==> src/gb5_pkg.sv <==
`default_nettype none
package gb5_pkg;

   localparam int MAX_WIDTH    = 2048;
   localparam int MAX_HEIGHT   = 4096;
   localparam int COL_W        = $clog2(MAX_WIDTH);
   localparam int ROW_W        = $clog2(MAX_HEIGHT);
   localparam int MIN_SIZE     = 5;

   localparam int PIX_W        = 8;
   localparam int WIDTH_REG_W  = 12;
   localparam int HEIGHT_REG_W = 13;
   localparam int CSR_DATA_W   = 13;
   localparam int CSR_INDEX_W  = 1;

   localparam logic [CSR_INDEX_W-1:0] CSR_LINE_WIDTH   = 1'b0;
   localparam logic [CSR_INDEX_W-1:0] CSR_FRAME_HEIGHT = 1'b1;

   // kernel geometry
   localparam int WIN        = 5;
   localparam int TAPS       = WIN - 1;
   localparam int WIN_MARGIN = WIN - 1;
   localparam int LINE_W     = TAPS * PIX_W;
   localparam int VSUM_W     = PIX_W + 4;
   localparam int HSUM_W     = VSUM_W + 4;

   // front to back queue
   localparam int QDEPTH = 4;
   localparam int QPTR_W = $clog2(QDEPTH);
   localparam int QCNT_W = $clog2(QDEPTH + 1);

   typedef struct packed {
      logic [WIN-1:0][PIX_W-1:0] rows;   // index 0 is the oldest row
      logic                      emit;
      logic                      frame_end;
   } col_beat_type;

endpackage
`default_nettype wire

==> src/gb5_back.sv <==
`default_nettype none
module gb5_back (
   input  wire                             clock,
   input  wire                             reset,
   input  wire                             q_valid,
   input  wire gb5_pkg::col_beat_type      q_beat,
   output logic                            pop,
   output logic                            rsp_tvalid,
   input  wire                             rsp_tready,
   output logic [gb5_pkg::PIX_W-1:0]       rsp_tdata,
   output logic                            rsp_tlast
);

   logic [gb5_pkg::WIN-1:0][gb5_pkg::VSUM_W-1:0] vwin_ff, vwin_in;
   logic                                         s1_valid_ff, s1_valid_in;
   logic                                         s1_fe_ff, s1_fe_in;
   logic                                         rsp_valid_ff, rsp_valid_in;
   logic [gb5_pkg::PIX_W-1:0]                    rsp_data_ff, rsp_data_in;
   logic                                         rsp_last_ff, rsp_last_in;

   logic                                         s1_move;
   logic [gb5_pkg::VSUM_W-1:0]                   vsum;
   logic [gb5_pkg::HSUM_W-1:0]                   hsum;

   assign s1_move = s1_valid_ff && (!rsp_valid_ff || rsp_tready);
   assign pop     = q_valid && (!s1_valid_ff || s1_move);

   always_comb begin
      // vertical 1,4,6,4,1 over the new column
      vsum = gb5_pkg::VSUM_W'(q_beat.rows[0])
           + gb5_pkg::VSUM_W'(q_beat.rows[4])
           + ((gb5_pkg::VSUM_W'(q_beat.rows[1]) + gb5_pkg::VSUM_W'(q_beat.rows[3])) << 2)
           + (gb5_pkg::VSUM_W'(q_beat.rows[2]) << 2)
           + (gb5_pkg::VSUM_W'(q_beat.rows[2]) << 1);

      // horizontal 1,4,6,4,1 over the column sums
      hsum = gb5_pkg::HSUM_W'(vwin_ff[0])
           + gb5_pkg::HSUM_W'(vwin_ff[4])
           + ((gb5_pkg::HSUM_W'(vwin_ff[1]) + gb5_pkg::HSUM_W'(vwin_ff[3])) << 2)
           + (gb5_pkg::HSUM_W'(vwin_ff[2]) << 2)
           + (gb5_pkg::HSUM_W'(vwin_ff[2]) << 1);

      vwin_in     = vwin_ff;
      s1_valid_in = s1_valid_ff;
      s1_fe_in    = s1_fe_ff;
      if (pop) begin
         for (int i = 0; i < gb5_pkg::WIN - 1; i++) begin
            vwin_in[i] = vwin_ff[i+1];
         end
         vwin_in[gb5_pkg::WIN-1] = vsum;
         s1_valid_in = q_beat.emit;
         s1_fe_in    = q_beat.frame_end;
      end else if (s1_move) begin
         s1_valid_in = 1'b0;
      end

      rsp_valid_in = rsp_valid_ff;
      rsp_data_in  = rsp_data_ff;
      rsp_last_in  = rsp_last_ff;
      if (s1_move) begin
         rsp_valid_in = 1'b1;
         rsp_data_in  = hsum[gb5_pkg::HSUM_W-1 -: gb5_pkg::PIX_W];
         rsp_last_in  = s1_fe_ff;
      end else if (rsp_tready) begin
         rsp_valid_in = 1'b0;
      end
   end

   always_ff @(posedge clock) begin
      if (reset) begin
         vwin_ff      <= '0;
         s1_valid_ff  <= 1'b0;
         rsp_valid_ff <= 1'b0;
      end else begin
         vwin_ff      <= vwin_in;
         s1_valid_ff  <= s1_valid_in;
         rsp_valid_ff <= rsp_valid_in;
      end
      s1_fe_ff    <= s1_fe_in;
      rsp_data_ff <= rsp_data_in;
      rsp_last_ff <= rsp_last_in;
   end

   assign rsp_tvalid = rsp_valid_ff;
   assign rsp_tdata  = rsp_data_ff;
   assign rsp_tlast  = rsp_last_ff;

endmodule
`default_nettype wire

==> config.mk <==
export PLATFORM = sky130hd
export DESIGN_NAME = gb5_back
export DESIGN_NICKNAME = d
export VERILOG_FILES = /design/src/gb5_pkg.sv /design/src/gb5_back.sv
export SDC_FILE = /design/constraint.sdc
export NUM_CORES = 1
export LEC_CHECK = 0
export BUFFER_PORTS_ARGS = -buffer_cell sky130_fd_sc_hd__buf_2
export CORE_UTILIZATION = 50
export CTS_CLUSTER_DIAMETER = 200
export DETAILED_ROUTE_END_ITERATION = 8
export PLACE_DENSITY = 0.79
export SLEW_MARGIN = 20
export SYNTH_ARGS = -nofsm -noshare
export SYNTH_HDL_FRONTEND = slang
export SYNTH_SLANG_ARGS = --single-unit
export TNS_END_PERCENT = 1
==> constraint.sdc <==
create_clock -name clock -period 6.24 [get_ports clock]
set_input_delay 0.624 -clock clock [delete_from_list [all_inputs] [get_ports clock]]
set_output_delay 0.624 -clock clock [all_outputs]
set_load 0.02 [all_outputs]
# Yosys cells after proc, flatten, opt, wreduce, memory -nomap -nowiden
# Index checks and enable logic that the tools add are counted.
# W data, S select, Z words.
dict set report classes {
  reduce_logical 8
  mux 4
  add_sub_neg 10
}
# cell n
set ops {}
lappend ops {{$add A12 B12 Y13} 2}
lappend ops {{$add A8 B8 Y9} 2}
lappend ops {{$add A13 B15 Y16} 1}
lappend ops {{$add A16 B13 Y16} 1}
lappend ops {{$add A16 B14 Y16} 1}
lappend ops {{$add A12 B10 Y12} 1}
lappend ops {{$add A12 B9 Y12} 1}
lappend ops {{$add A9 B11 Y12} 1}
lappend ops {{$mux W1} 4}
lappend ops {{$reduce_bool A2 Y1} 2}
lappend ops {{$logic_and A1 B1 Y1} 2}
lappend ops {{$logic_not A1 Y1} 2}
lappend ops {{$logic_or A1 B1 Y1} 2}
dict set report totals {
  elab_cells 32
  out_inout_bits 11
  reg_bits 72
}

# Logic depth before layout (Yosys ltp)
dict set report depth {
  word_depth 6
  depth_mapped 19
  depth_no_buf 19
}

# Least setup slack after synthesis
# No wires, ideal clock.
dict set report synth_timing {
  path_type {reg-to-reg}
  start {reg vwin_ff[12] (netlist bit)}
  end {reg rsp_data_ff (netlist bit rsp_tdata[7]), data pin}
  synth_period_minus_slack_ns 4.253
  t_required_ns 5.982
  path_slack_ns 1.987
  arrival_ns 3.995
  path_buffers 0
  path_stages_with_launch 20
  path_cell_list {dfxtp_1 ha_1 inv_1 fa_1 nor2b_4 o21ai_2 a21oi_2 o41a_1 or4_1 and4b_1 fa_1 inv_1 ha_1 ha_1 ha_1 a21o_1 a21oi_1 o21ai_1 a21oi_1 xnor2_1}
}
dict set report synth_between {
  elab_chain_cells 4
}
# item line
set synth_lines {}
lappend synth_lines {{start: declaration} gb5_back.sv:14} ;# logic [gb5_pkg::WIN-1:0][gb5_pkg::VSUM_W-1:0] vwin_ff, vwin_in;
lappend synth_lines {{start signal: assignment} gb5_back.sv:75} ;# vwin_ff <= vwin_in;
lappend synth_lines {{$add A12 B12 Y13} gb5_back.sv:39} ;# + ((gb5_pkg::HSUM_W'(vwin_ff[1]) + gb5_pkg::HSUM_W'(vwin_ff[3])) << 2)
lappend synth_lines {{$add A13 B15 Y16} gb5_back.sv:39}
lappend synth_lines {{$add A16 B14 Y16} gb5_back.sv:40} ;# + (gb5_pkg::HSUM_W'(vwin_ff[2]) << 2)
lappend synth_lines {{$add A16 B13 Y16} gb5_back.sv:41} ;# + (gb5_pkg::HSUM_W'(vwin_ff[2]) << 1);
lappend synth_lines {{via hsum (one bit)} gb5_back.sv:23} ;# logic [gb5_pkg::HSUM_W-1:0] hsum;
lappend synth_lines {{end signal: assignment} gb5_back.sv:80} ;# rsp_data_ff <= rsp_data_in;
lappend synth_lines {{end: declaration} gb5_back.sv:18} ;# logic [gb5_pkg::PIX_W-1:0] rsp_data_ff, rsp_data_in;
# The timed path passes the listed nets, and every way through them passes these cells.
# A chain may end at the register's enable or synchronous reset.

# Worst setup path in the final report
# Same ends and word-level chain as after synthesis.

==> results.sh <==
export IMPL_result_of_the_run="completed"
export IMPL_port_buffers=56
export IMPL_cp_start_kind="register"
export IMPL_cpMostUsedCell="sky130_fd_sc_hd__ha_1"
export IMPL_synth_yosys_warnings=0
export IMPL_crit_buf_inv=2
export IMPL_place_gp_congestion=0.879
export IMPL_netlist_cell_type_count=38
export IMPL_worst_r2r_path_depth=19
export IMPL_cellLeakagePower_nw=2.72
export IMPL_report_final_hold_viol_count=0
export IMPL_cp_arrival_ps=4700
export IMPL_ys_seq_area_share_pct=28.5
export IMPL_post_place_ws_ps=1690
export IMPL_reg2reg_slack_ps=1650
export IMPL_net_switching_power_mw=0.549
export IMPL_grt_remaining_overflow=0
export IMPL_hp_start="s1_fe_ff"
export IMPL_num_rows=37
export IMPL_grt_pass1_vias=4136
export IMPL_design_power_total_mw=1.57
export IMPL_chipWidth_um=106
export IMPL_dr_total_vias=4119
export IMPL_power_switching_fraction_pct=35.0
export IMPL_synth_area_per_inst_um2=8.79
export IMPL_grt_start_max_net_pins=65
export IMPL_p_comb_share_pct=40.0
export IMPL_timing_setup_critical_path_class="reg2reg"
export IMPL_post_cts_setup_buffers=0
export IMPL_timing_hold_worst_endpoint="rsp_tlast"
export IMPL_slew_margin_rel_pct=32.2
export IMPL_layout_min_cycle_time_ps=4590
export IMPL_cts_htree_levels=3
export IMPL_ctsResizeCount=0
export IMPL_grt_pass1_wl_um=17500
export IMPL_boundaryPins=57
export IMPL_share_seq_of_total_power_pct=35.0
export IMPL_timing_hold_worst_class="reg2reg"
export IMPL_max_stage_delay_ps=470
export IMPL_postSynthNetCount=770
export IMPL_synth_edf_count=10
export IMPL_finish_instance_area_um2=6010
export IMPL_report_final_setup_viol=0
export IMPL_routed_wire_length_per_instance_um=12.5
export IMPL_worstPathCellList="ha_1 -> inv_1 -> fa_1 -> nor2b_4 -> o21ai_2 -> a21oi_2 -> o41a_1 -> or4_1 -> and4b_1 -> fa_1 -> inv_1 -> ha_1 -> ha_1 -> ha_1 -> a21o_1 -> a21oi_1 -> o21ai_1 -> a21oi_1 -> xnor2_1"
export IMPL_fp_coreArea_um2=10400
export IMPL_initial_core_util_pct=52.0
export IMPL_reg2reg_to="rsp_tdata[7]"
export IMPL_holdPathStages=0
export IMPL_ir_drop_mv=0.127
export IMPL_synth_top_flop_cell="sky130_fd_sc_hd__dfxtp_1"
export IMPL_ys_ff_latch=72
export IMPL_grt_setup_unrepaired="no"
export IMPL_detailedPlacementHpwl_um=7960
export IMPL_firstDrtPassIters=4
export IMPL_die_area_um2=11200
export IMPL_cts_hold_fix_buffers=0
export IMPL_clock_sinks=72
export IMPL_drv_cap=0
export IMPL_wirelength_um=10100
export IMPL_finalClockSkew_ps=11.5
export IMPL_drt_vias_per_instance=5.12
export IMPL_cellPowerDensity_nw_per_um2=261
export IMPL_drt_antenna_violating_nets=0
export IMPL_final_layout_size_suffix_gt1_share_pct=11.7
export IMPL_remaining_drc_errors=0
export IMPL_cts_max_path_buffers=2
export IMPL_clkPwrFrac_pct=25.0
export IMPL_synthArstFlopShare_pct=0
export IMPL_grt_total_usage_pct=19.5
export IMPL_internal_power_of_the_cells_mw=1.02
export IMPL_final_period_utilization_pct=73.5
export IMPL_cp_top_family="adder cells"
export IMPL_die_height_um=106
export IMPL_timing_critical_path_slowest_stage_cell="sky130_fd_sc_hd__fa_1"
export IMPL_multiInputGateArea_um2=3450
export IMPL_final_max_slew_violation_count=0
export IMPL_worst_path_max_fanout=4
export IMPL_final_net_count=818
export IMPL_clock_latency_late_sink_ps=360
export IMPL_grt_antenna_before_repair=0
export IMPL_actual_slew_at_the_worst_max_slew_pin_ps=1020
export IMPL_dpl_cell_area_um2=5800
export IMPL_clk_root_buffer_cell="sky130_fd_sc_hd__clkbuf_8"
export IMPL_cp_data_required_time_ps=6350
export IMPL_layout_filler_cells=897
export IMPL_worst_path_stages=19
export IMPL_setup_total_negative_slack_ps=0
export IMPL_path_clk_slew_ps=70
export IMPL_syn_area_um2=5410
export IMPL_setup_ws_ps=1650
export IMPL_syn_to_final_growth_pct=11.1
export IMPL_sequential_cell_area_um2=1540
export IMPL_antenna_diode_count=0
export IMPL_synthCells=616
export IMPL_timing_critical_path_to_type="register"
export IMPL_numCtsBuffers=9
export IMPL_dr_first_iter_drc_count=174
export IMPL_tritoncts_clock_tree="built"
export IMPL_r2r_start="vwin_ff[12]"
export IMPL_max_freq_mhz=218
[logic make-up (layout without fill, tap and decap cells)]
group           count (synthesis)  after routing  share of synthesized area [%]
buf+inv                       112            165                           7.81
compound gates                128            128                           13.6
xor+xnor                       29             29                           4.69
fa+ha+maj                     108            108                           32.7
simple gates                  167            167                           12.7
flops                          72             72                           28.5
[worst register-to-register path, cell delays in order, from the launching register on]
cell	delay [ps]
sky130_fd_sc_hd__dfxtp_1	330
sky130_fd_sc_hd__ha_1	240
sky130_fd_sc_hd__inv_1	80
sky130_fd_sc_hd__fa_1	250
sky130_fd_sc_hd__nor2b_4	50
sky130_fd_sc_hd__o21ai_2	140
sky130_fd_sc_hd__a21oi_2	100
sky130_fd_sc_hd__o41a_1	350
sky130_fd_sc_hd__or4_1	400
sky130_fd_sc_hd__and4b_1	190
sky130_fd_sc_hd__fa_1	470
sky130_fd_sc_hd__inv_1	50
sky130_fd_sc_hd__ha_1	290
sky130_fd_sc_hd__ha_1	310
sky130_fd_sc_hd__ha_1	370
sky130_fd_sc_hd__a21o_1	190
sky130_fd_sc_hd__a21oi_1	140
sky130_fd_sc_hd__o21ai_1	110
sky130_fd_sc_hd__a21oi_1	200
sky130_fd_sc_hd__xnor2_1	80
[cell type report]
type | count | area share [%]
inverter | 92 | 5.74
clock inverter | 4 | 0.811
timing repair buffer | 57 | 4.83
clock buffer | 12 | 2.77
multi-input combinational | 432 | 57.4
tap | 136 | 2.83
sequential | 72 | 25.6
[placed cells by master (no fill, tap or decap), drive strengths merged, types with 2 or more instances in the layout]
master / n
dfxtp: 62
nand3: 4
o21bai: 6
o21ai: 18
nor2b: 5
ha: 52
inv: 93
nand2b: 3
nor3: 4
clkbuf: 12
a21oi: 79
nand3b: 2
xor2: 10
buf: 57
o21a: 4
a211oi: 4
nor2: 23
fa: 56
nand2: 122
xnor2: 19
a31oi: 2
o31ai: 2
edfxtp: 10
o41ai: 2
a21o: 8
[power by group through the flow]
stage	sequential, mW	clock, mW	combinational, mW
global route	0.553	0.418	0.727
finish	0.548	0.392	0.627
global placement	0.557	0	0.604
detailed placement	0.559	0	0.632
CTS	0.548	0.402	0.636
floorplan	0.552	0	0.502
[worst max-delay path by stage]
stage | from | endpoint | slack (ps)
2_1_floorplan | vwin_ff[12] | rsp_tdata[7] | 1990
3_3_place_gp | vwin_ff[12] | rsp_tdata[7] | 1840
3_5_place_dp | vwin_ff[12] | rsp_tdata[7] | 1690
4_1_cts | vwin_ff[12] | rsp_tdata[7] | 1650
5_1_grt | vwin_ff[12] | rsp_tdata[7] | 1440
6_report | vwin_ff[12] | rsp_tdata[7] | 1650
[metrics by stage]
step           instances  utilization (%)  hold WS (ps)
2_1_floorplan        616                -           400
3_3_place_gp         789             55.7           406
3_5_place_dp         789             55.7           409
4_1_cts              805             57.7           425
5_1_grt              805             57.7           442
6_report             805             57.7           421
[cell usage after synthesis (all sizes together) (2+ instances only)]
cell type,count,share of area [%]
nand3b,2,0.28
fa,56,21
o21ai,18,1.7
inv,92,6.4
a21o,8,1.1
o21a,4,0.55
o31ai,2,0.28
nand3,4,0.37
nand2b,3,0.35
nor2,23,1.6
dfxtp,62,23
o21bai,6,0.83
a31oi,2,0.23
edfxtp,10,5.5
ha,52,12
nor2b,5,0.72
buf,6,0.46
a211oi,4,0.55
xor2,10,1.6
a21oi,79,7.4
nand2,122,8.5
nor3,4,0.37
o41ai,2,0.32
xnor2,19,3.1
clkbuf,14,0.97
[sequential cells by signal, indices dropped and copies added (netlist names)]
name	cells
s1_fe_ff	1
vwin_ff	60
rsp_tvalid	1
rsp_tdata	8
rsp_tlast	1
s1_valid_ff	1
[per-layer routing]
metal	global-route usage, %	part of all wire [%]
met5	0	0
met4	7.84	2.1
met3	3.49	4.6
met2	34.6	49
met1	23.3	44
(Power assumes the default switching activity.)
