===== config.mk =====
export PLATFORM = sky130hd
export DESIGN_NAME = gb5_queue
export DESIGN_NICKNAME = d
export VERILOG_FILES = /design/src/gb5_pkg.sv /design/src/gb5_queue.sv
export SDC_FILE = /design/constraint.sdc
export NUM_CORES = 1
export LEC_CHECK = 0
export ABC_AREA = 1
export BUFFER_PORTS_ARGS = -buffer_cell sky130_fd_sc_hd__buf_2
export CAP_MARGIN = 15
export CORE_UTILIZATION = 50
export CTS_BUF_LIST = sky130_fd_sc_hd__clkbuf_4
export CTS_CLUSTER_SIZE = 28
export DETAILED_ROUTE_END_ITERATION = 16
export GPL_ROUTABILITY_DRIVEN = 0
export PLACE_DENSITY = 0.76
export SYNTH_ARGS = -nofsm -noshare
export SYNTH_HDL_FRONTEND = slang
export SYNTH_SLANG_ARGS = --single-unit

===== constraint.sdc =====
create_clock -name clock -period 2.5 [get_ports clock]
set_input_delay 0.25 -clock clock [delete_from_list [all_inputs] [get_ports clock]]
set_output_delay 0.25 -clock clock [all_outputs]
set_load 0.01 [all_outputs]

===== src/gb5_pkg.sv =====
`default_nettype none
package gb5_pkg;

   localparam int MAX_WIDTH    = 2048;
   localparam int MAX_HEIGHT   = 4096;
   localparam int COL_W        = $clog2(MAX_WIDTH);
   localparam int ROW_W        = $clog2(MAX_HEIGHT);
   localparam int MIN_SIZE     = 5;

   localparam int PIX_W        = 8;
   localparam int WIDTH_REG_W  = 12;
   localparam int HEIGHT_REG_W = 13;
   localparam int CSR_DATA_W   = 13;
   localparam int CSR_INDEX_W  = 1;

   localparam logic [CSR_INDEX_W-1:0] CSR_LINE_WIDTH   = 1'b0;
   localparam logic [CSR_INDEX_W-1:0] CSR_FRAME_HEIGHT = 1'b1;

   // kernel geometry
   localparam int WIN        = 5;
   localparam int TAPS       = WIN - 1;
   localparam int WIN_MARGIN = WIN - 1;
   localparam int LINE_W     = TAPS * PIX_W;
   localparam int VSUM_W     = PIX_W + 4;
   localparam int HSUM_W     = VSUM_W + 4;

   // front to back queue
   localparam int QDEPTH = 4;
   localparam int QPTR_W = $clog2(QDEPTH);
   localparam int QCNT_W = $clog2(QDEPTH + 1);

   typedef struct packed {
      logic [WIN-1:0][PIX_W-1:0] rows;   // index 0 is the oldest row
      logic                      emit;
      logic                      frame_end;
   } col_beat_type;

endpackage
`default_nettype wire


===== src/gb5_queue.sv =====
`default_nettype none
module gb5_queue (
   input  wire                         clock,
   input  wire                         reset,
   input  wire                         push,
   input  wire gb5_pkg::col_beat_type  push_beat,
   input  wire                         pop,
   output logic                        q_valid,
   output gb5_pkg::col_beat_type       q_beat,
   output logic [gb5_pkg::QCNT_W-1:0]  q_count
);

   gb5_pkg::col_beat_type              slots_ff [gb5_pkg::QDEPTH];
   logic [gb5_pkg::QPTR_W-1:0]         wr_ptr_ff, wr_ptr_in;
   logic [gb5_pkg::QPTR_W-1:0]         rd_ptr_ff, rd_ptr_in;
   logic [gb5_pkg::QCNT_W-1:0]         count_ff, count_in;

   always_comb begin
      wr_ptr_in = push ? gb5_pkg::QPTR_W'(wr_ptr_ff + 1'b1) : wr_ptr_ff;
      rd_ptr_in = pop  ? gb5_pkg::QPTR_W'(rd_ptr_ff + 1'b1) : rd_ptr_ff;
      count_in  = count_ff;
      if (push && !pop) begin
         count_in = gb5_pkg::QCNT_W'(count_ff + 1'b1);
      end else if (pop && !push) begin
         count_in = gb5_pkg::QCNT_W'(count_ff - 1'b1);
      end
   end

   always_ff @(posedge clock) begin
      if (reset) begin
         wr_ptr_ff <= '0;
         rd_ptr_ff <= '0;
         count_ff  <= '0;
      end else begin
         wr_ptr_ff <= wr_ptr_in;
         rd_ptr_ff <= rd_ptr_in;
         count_ff  <= count_in;
      end
   end

   always_ff @(posedge clock) begin
      if (push) begin
         slots_ff[wr_ptr_ff] <= push_beat;
      end
   end

   assign q_valid = (count_ff != '0);
   assign q_beat  = slots_ff[rd_ptr_ff];
   assign q_count = count_ff;

endmodule
`default_nettype wire


Word-level counts from Yosys, hierarchy flattened
Memories as Yosys holds them, arrays and structs flattened. A register that Yosys moved wholly into a read port is not among the register bits.
Index checks and enable logic that the tools add are counted.
Widths: inputs -> output; s select.
- mux-type cells: 6
- add/subtract/negate cells: 4
- reductions and logical operators: 6
- operators with widths (cell ; count):
    $mux 3 ; 2
    $add 2x1->2 const B ; 2
    $mux 2 ; 2
    $add 3x1->3 const B ; 1
    $reduce_bool 3->1 ; 1
    $sub 3x1->3 const B ; 1
    $logic_and 1x1->1 ; 2
    $logic_not 1->1 ; 2
    $mux 1 ; 2
    $reduce_bool 2->1 ; 1
- logic and storage cells: 20
- output and inout bits: 46
- bits in writable memories: 168
- flip-flop bits (word level): 7
- memories: 1
- memories (name ; words ; bits a word ; read ports ; clocked after Yosys merged registers in ; write ports ; RTL line ; text):
    slots_ff ; 4 ; 42 ; 1 ; 1 ; 1 ; gb5_queue.sv:13 ; gb5_pkg::col_beat_type slots_ff [gb5_pkg::QDEPTH];

Logic depth before layout (Yosys ltp)
Gate-level depths: netlist of the first run.
- depth after elaboration: 4
- gate-level depth with buffers: 10
- gate-level depth less buffers: 10

Least setup slack after synthesis of the first run
OpenSTA, ideal clock, no wires.
- kind: reg-to-reg
- from: register wr_ptr_ff[0] (netlist bit)
- to: memory slots_ff[2][0] (netlist bit) (enable)
- data arrival time: 1.413 ns
- setup slack: 0.691 ns
- required time: 2.104 ns
- cell stages (with the launch flop): 5
- cell sequence: dfxtp_1 -> inv_1 -> ha_1 -> nand2_1 -> inv_1
- RTL lines (item ; RTL line ; text):
    from (decl) ; gb5_queue.sv:14 ; logic [gb5_pkg::QPTR_W-1:0] wr_ptr_ff, wr_ptr_in;
    from (signal assigned) ; gb5_queue.sv:35 ; wr_ptr_ff <= wr_ptr_in;
    to (decl) ; gb5_queue.sv:13 ;
Straight into the memory's write port.

==> summary.txt, run 1 <==
Outcome
  • Status: finished clean

Synth
  • Post-synth top area share: between 70% and 80%
  • Most used flip-flop cell after synthesis: edfxtp_1
  • Syn_nets: approximately 520
  • Syn avg cell area: ~14 µm²
  • Synth unique cells: 18
  • Mapped Area: 6660 µm²
  • Area leader, netlist: edfxtp_1
  • Flops & latches, synth: between 150 and 200
  • Largest cells by area after synthesis: edfxtp_1, nor2_1, o21ai_0
  • Async SR Flop Fraction: 0%
  • Synth Warn #: 0
  • Syn Inst Count: 464
  • EDFF count, synth: roughly 170
  • Sequential share of the synthesized area: 78.5%

Drt
  • Vias per cell: around 5.4
  • DR DRC count: 0
  • DR WL/cell: between 15 and 20 µm
  • Post-Route WL: 13100 µm
  • DRT antenna net count: 0
  • Detailed Routing Iterations Pass 1: 4
  • Iter 0 DRT Violations: 330
  • Via count: roughly 4200

Power
  • Worst vdd ir: approximately 0.31 mV
  • Internal power: ~4.3 mW
  • Part of the power in registers: 60.7%
  • Pwr Density: 702 nW/µm²
  • Switching share of power: 23.4%
  • Tot Pwr: about 5.6 mW
  • Net Sw Power: 1.32 mW
  • Logic pwr share: around an eighth
  • Clock share of power: between 20% and 30%
  • Pleak: slightly below 3 nW

Setup path
  • Crit. End Element: primary output
  • Setup CP Type: register to primary output
  • Slowest Stage Delay on Critical Path: roughly 0.46 ns
  • CP startpoint kind: register
  • CP Cell Sequence: inv_2, buf_4, o21ai_0, o22ai_1, buf_2
  • Crit path DAT: ~2.1 ns
  • CP Buf/Inv Count: 3
  • CP Data Required Time: approximately 2.3 ns
  • Crit path max fanout: between 40 and 50
  • Slowest cell on the critical path: dfxtp_2
  • CP top delay family: buffers and inverters

Clock network
  • H-tree depth: 4
  • Clock slew at reported path FFs: between 0.1 and 0.15 ns
  • Bufs on Longest Clock Path: 2
  • Clock Sink Count: around 180
  • CTS tree: yes
  • Clock root buffer: clkbuf_4
  • Later-pin clock latency in the skew report: between 0.5 and 0.6 ns
  • CTS Buf Count: 17
  • Setup Buffers After CTS: 0

Die
  • Initial Util: roughly 52%
  • Num ports: a little over 90
  • Die X: roughly 120 µm
  • Die Y: roughly 120 µm
  • Core area: 12800 µm²
  • # rows: slightly above 40
  • Full die area: 13800 µm²

Hold path
  • Hold/Removal Path Class: input pin to register

Global routing
  • Number of global-route vias before repair: slightly above 4000
  • GRT overflow: 0
  • Largest net degree at the start of global routing: 45
  • Global route hottest layer: met2
  • Routing usage on met3: 5.30%
  • Initial antenna violation count: 0
  • Met2 usage: roughly 33%
  • Met1 usage: between 20% and 30%
  • GRT Total Usage: 19.9%
  • First-pass GRT wire length: 20900 µm

STA
  • RSZ-0062 raised after global routing: no
  • Rel. slew slack: a little over two thirds
  • Final Hold Fails: 0
  • Final worst path period share: around 92%
  • Setup TNS: 0 ns
  • Endpoints failing setup: 0
  • Final Skew: between 0.006 and 0.007 ns
  • Clock period minus worst slack: approximately 2.3 ns
  • Fin. max-slew vios: 0
  • Tightest Pin Transition: roughly 0.45 ns
  • FMAX: 433 MHz

Layout
  • Antenna Cells: 0
  • Layout area overhead: 20.6%
  • Fillers: approximately 1000
  • Layout cells sized above 1: between 20% and 30%
  • Nets: 657

Placed design
  • Post-detail-place hpwl: around 7700 µm
  • IO Port Bufs: between 90 and 100

Run
  • # Max-Cap Violations: 0
logic make-up (layout without fill, tap and decap cells):
| group | after synthesis | count (layout) | share of synthesized area [%] |
|---|---|---|---|
| AND/OR/NAND/NOR | 103 | 103 | 5.86 |
| XOR/XNOR | 1 | 1 | 0.132 |
| flip-flops | 177 | 177 | 78.5 |
| AO/OA/AOI/OAI | 134 | 134 | 10.9 |
| adder cells (fa/ha/maj) | 6 | 6 | 1.24 |
| buffers and inverters | 43 | 197 | 3.44 |
power by group through the flow:
| stage | Clock [mW] | Sequential (mW) | Combinational (mW) |
|---|---|---|---|
| finish | 1.56 | 3.42 | 0.659 |
| global route | 1.72 | 3.43 | 0.729 |
| CTS | 1.59 | 3.42 | 0.667 |
| detailed placement | 0 | 3.49 | 0.610 |
| global placement | 0 | 3.48 | 0.582 |
| floorplan | 0 | 3.48 | 0.348 |
worst min-delay path: cells and delay by family:
family / cells / cell delay (ns)
buffers and inverters: 2 / 0.62
AND/OR/NAND/NOR: 1 / 0.04
Yosys cell counts, types with 5 or more instances:
library cell  instances
buf_2                 6
buf_6                 8
o22ai_1              42
edfxtp_1            168
ha_1                  5
inv_1                15
dfxtp_1               9
o21ai_1              24
nor2_1               91
nand2_1              10
clkbuf_1             12
o21ai_0              65
final cells by class:
class,count,area [µm²],share of cell area [%]
well taps,172,215,2.68
flip-flops and latches,177,5230,65.1
clock buffers,18,135,1.68
clock inverters,14,146,1.82
repair buffers,148,1040,12.9
multi-input cells,244,1200,15.0
inverters,17,63.8,0.795
placed cells by master (no fill, tap or decap):
cell type	Yosys	layout
inv_1	15	11
xor2_1	1	1
nor2_1	91	91
dlygate4sd3_1	0	45
buf_4	0	8
buf_2	6	91
fa_1	1	1
o21ai_0	65	65
nand2_1	10	10
clkinvlp_4	0	3
o21ai_1	24	24
dfxtp_1	9	7
buf_12	0	3
inv_2	2	6
bufinv_16	0	3
o22ai_1	42	42
nand3_1	1	1
buf_6	8	1
ha_1	5	5
a21oi_1	3	3
dfxtp_2	0	2
clkbuf_4	0	18
clkinv_1	0	5
nand4_1	1	1
clkinv_2	0	3
edfxtp_1	168	168
metrics by stage:
step	hold WS, ns	instance area (µm²)	utilization (%)	setup WS, ns	cells
after floorplan	0.322	6660	-	0.691	464
after global placement	0.422	7290	56.9	0.745	713
after detailed placement	0.431	7290	56.9	0.705	713
after CTS	0.346	8030	62.6	0.0709	790
after global routing	0.366	8030	62.6	0.0106	790
final	0.405	8030	62.6	0.189	790
what timing repair did:
action                     in CTS  in global routing
hold endpoints to repair      174                  0
setup endpoints to repair       0                 11
hold buffers                   45                  0
gates resized for setup         0                  1
path summary, 6_finish.rpt:
path	start	end	slack, ns	cells past startpoint
hold reg to reg	rd_ptr_ff[1]	rd_ptr_ff[1]	0.49	1
hold / removal	reset	q_count[0]	0.41	3
setup reg to reg	wr_ptr_ff[1]	slots_ff[1][2]	0.94	5
setup / recovery	register	q_beat[35]	0.19	5
sequential cells by signal, summed over array words and instances (netlist names), named ones only:
| signal | flops |
|---|---|
| q_count | 3 |
| rd_ptr_ff | 2 |
| slots_ff | 168 |
| wr_ptr_ff | 2 |
per-layer routing:
metal  vias to the layer above  part of all wire, %
met5                         -                    0
li1                       2010                    -
met2                       148                   49
met3                        21                  5.8
met4                         0                  1.5
met1                      2064                   44
(Power assumes the default switching activity.)
==> run 2, diff against run 1 <==
--- a/config.mk
+++ b/config.mk
@@ -14,6 +14,7 @@
 export DETAILED_ROUTE_END_ITERATION = 16
 export GPL_ROUTABILITY_DRIVEN = 0
 export PLACE_DENSITY = 0.76
+export REMOVE_ABC_BUFFERS = 1
 export SYNTH_ARGS = -nofsm -noshare
 export SYNTH_HDL_FRONTEND = slang
 export SYNTH_SLANG_ARGS = --single-unit
==> run 2 against run 1 <==
  * First-iteration DRC count grew 31%
  * Final cell count is the same
  * Largest cell class unchanged
  * Critical endpoint is now q_beat[0]
  * Non-clock buffer count shrank 1
==> summary.txt, run 2 (synthesis results as in run 1) <==
Outcome
  • Status: finished clean (unchanged)

Drt
  • Vias per cell: 5.35 (was 5.37)
  • Via count: 4223 (was 4243)
  • Iter 0 DRT Violations: 433 (was 330)
  • Post-Route WL: 13300 µm (was 13100 µm)
  • DR DRC count: 0 (unchanged)
  • Detailed Routing Iterations Pass 1: 6 (was 4)
  • DRT antenna net count: 0 (unchanged)
  • DR WL/cell: 16.8 µm (was 16.6 µm)

STA
  • Setup TNS: 0 ns (unchanged)
  • Final hold slack: 0.409 ns (was 0.405 ns)
  • Fin. max-slew vios: 0 (unchanged)
  • Final worst path period share: 93.7% (was 92.4%)
  • PnR worst setup slack: 0.157 ns (was 0.189 ns)
  • Clock period minus worst slack: 2.34 ns (was 2.31 ns)
  • Tightest Pin Transition: 0.592 ns (was 0.446 ns)
  • Rel. slew slack: 60.5% (was 70.3%)
  • Final Hold Fails: 0 (unchanged)
  • Endpoints failing setup: 0 (unchanged)
  • Final Skew: 0.0162 ns (was 0.00699 ns)
  • FMAX: 427 MHz (was 433 MHz)
  • RSZ-0062 raised after global routing: no (unchanged)

Layout
  • Most frequent cells in the layout: edfxtp_1, nor2_1, buf_2 (unchanged)
  • Finished Cell Area: 8040 µm² (was 8030 µm²)
  • Nets: 656 (was 657)
  • Layout cells sized above 1: 22.4% (was 22.3%)
  • Biggest register: slots_ff (unchanged)
  • Max reg flops: 168 (unchanged)
  • Layout area overhead: 20.7% (was 20.6%)
  • Commonest non-fill, non-tap cell in the layout: edfxtp_1 (unchanged)

Setup path
  • Setup CP Type: register to primary output (unchanged)
  • Crit. End Element: primary output (unchanged)
  • Crit path DAT: 2.09 ns (was 2.06 ns)
  • Reg2Reg Depth: 4 (was 5)
  • CP startpoint kind: register (unchanged)
  • Crit path max fanout: 84 (was 44)
  • CP Data Required Time: 2.25 ns (about the same)

Power
  • Switching share of power: 23.3% (was 23.4%)
  • Pleak: 2.90 nW (was 2.89 nW)
  • Worst vdd ir: 0.389 mV (was 0.308 mV)
  • Internal power: 4.29 mW (was 4.32 mW)
  • Clock share of power: 26.8% (was 27.6%)
  • Pwr Density: 695 nW/µm² (was 702 nW/µm²)
  • Logic pwr share: 12.1% (was 11.7%)
  • Net Sw Power: 1.30 mW (was 1.32 mW)
  • Part of the power in registers: 61.1% (was 60.7%)

Clock network
  • Clock slew at reported path FFs: 0.12 ns (was 0.13 ns)
  • H-tree depth: 4 (unchanged)
  • Clock Sink Count: 177 (unchanged)
  • CTS Buf Count: 17 (unchanged)
  • Setup Buffers After CTS: 0 (unchanged)
  • Bufs on Longest Clock Path: 2 (unchanged)
  • Later-pin clock latency in the skew report: 0.54 ns (about the same)
  • CTS tree: yes (unchanged)
  • Clock root buffer: clkbuf_4 (unchanged)

Die
  • Die Y: 117 µm (unchanged)
  • Die X: 117 µm (unchanged)
  • Full die area: 13800 µm² (unchanged)
  • Initial Util: 51.9% (unchanged)
  • Num ports: 92 (unchanged)
  • # rows: 41 (unchanged)
  • Core area: 12800 µm² (unchanged)

Hold path
  • Hold depth: 3 (unchanged)
  • Hold/Removal Path Class: input pin to register (unchanged)

Placed design
  • Dpl ws: 0.632 ns (was 0.705 ns)
  • Placed cell areas: 7310 µm² (was 7290 µm²)
  • Post-detail-place hpwl: 7500 µm (was 7690 µm)
  • IO Port Bufs: 91 (unchanged)

Global routing
  • Met2 usage: 33.0% (was 32.8%)
  • Initial antenna violation count: 1 (was 0)
  • Number of global-route vias before repair: 4265 (was 4087)
  • GRT overflow: 0 (unchanged)
  • Routing usage on met3: 5.74% (was 5.30%)
  • Largest net degree at the start of global routing: 85 (was 45)
  • GRT Total Usage: 19.8% (was 19.9%)
  • Met1 usage: 24.0% (was 25.3%)
  • First-pass GRT wire length: 20700 µm (was 20900 µm)
  • Global route hottest layer: met2 (unchanged)

Run
  • # Max-Cap Violations: 0 (unchanged)
## run 2: changes by cell type in the layout (fill, tap and decap cells not counted), moves of 2 or more
cell        change
clkbuf_4        +5
clkinvlp_4      -2
clkinv_1        -2
buf_4           -3
buf_12          +2
## run 2: stage by stage
step | cells | total power [mW] | utilization (%)
2_1_floorplan | 438 | 3.80 | -
3_3_place_gp | 712 | 4.08 | 57.0
3_5_place_dp | 712 | 4.10 | 57.0
4_1_cts | 789 | 5.61 | 62.6
5_1_grt | 790 | 5.80 | 62.7
6_report | 790 | 5.59 | 62.7
## run 2: power by group through the flow
stage | combinational [mW] | clock (mW) | sequential [mW]
6_report | 0.677 | 1.50 | 3.42
5_1_grt | 0.739 | 1.63 | 3.43
4_1_cts | 0.680 | 1.52 | 3.41
3_5_place_dp | 0.623 | 0 | 3.48
3_3_place_gp | 0.600 | 0 | 3.48
2_1_floorplan | 0.294 | 0 | 3.50
## run 2: area by class of cell
type	count	area, µm²
Tap cell	172	215
Clock inverter	9	93.8
Multi-Input combinational cell	244	1200
Timing Repair Buffer	147	1050
Clock buffer	23	173
Sequential cell	177	5230
Inverter	17	66.3
Antenna cell	1	2.50
Fill cell	976	4790
## run 2: final timing paths
| path | from | end | slack [ns] |
|---|---|---|---|
| worst max-delay path | register | q_beat[0] | 0.16 |
| worst min-delay path | reset | q_count[0] | 0.41 |
| worst max register to register | wr_ptr_ff[1] | slots_ff[3][20] | 0.96 |
| worst min register to register | rd_ptr_ff[1] | rd_ptr_ff[1] | 0.48 |
## run 2: critical path, cell delays in order, from the launching register on
cell and delay [ns]:
dfxtp_2 0.37, buf_6 0.46, o21ai_0 0.20, o22ai_1 0.28
buf_2 0.19
## run 2: timing repair
item,in CTS,in global routing
endpoints found under the hold margin,172,0
setup endpoints to repair,0,34
resized for setup,0,3
hold buffers,45,0
## run 2: layer usage
metal	wire, µm	up-vias
li1	-	2009
met1	5650	2061
met2	6680	138
met3	828	15
met4	142	0
met5	0	-
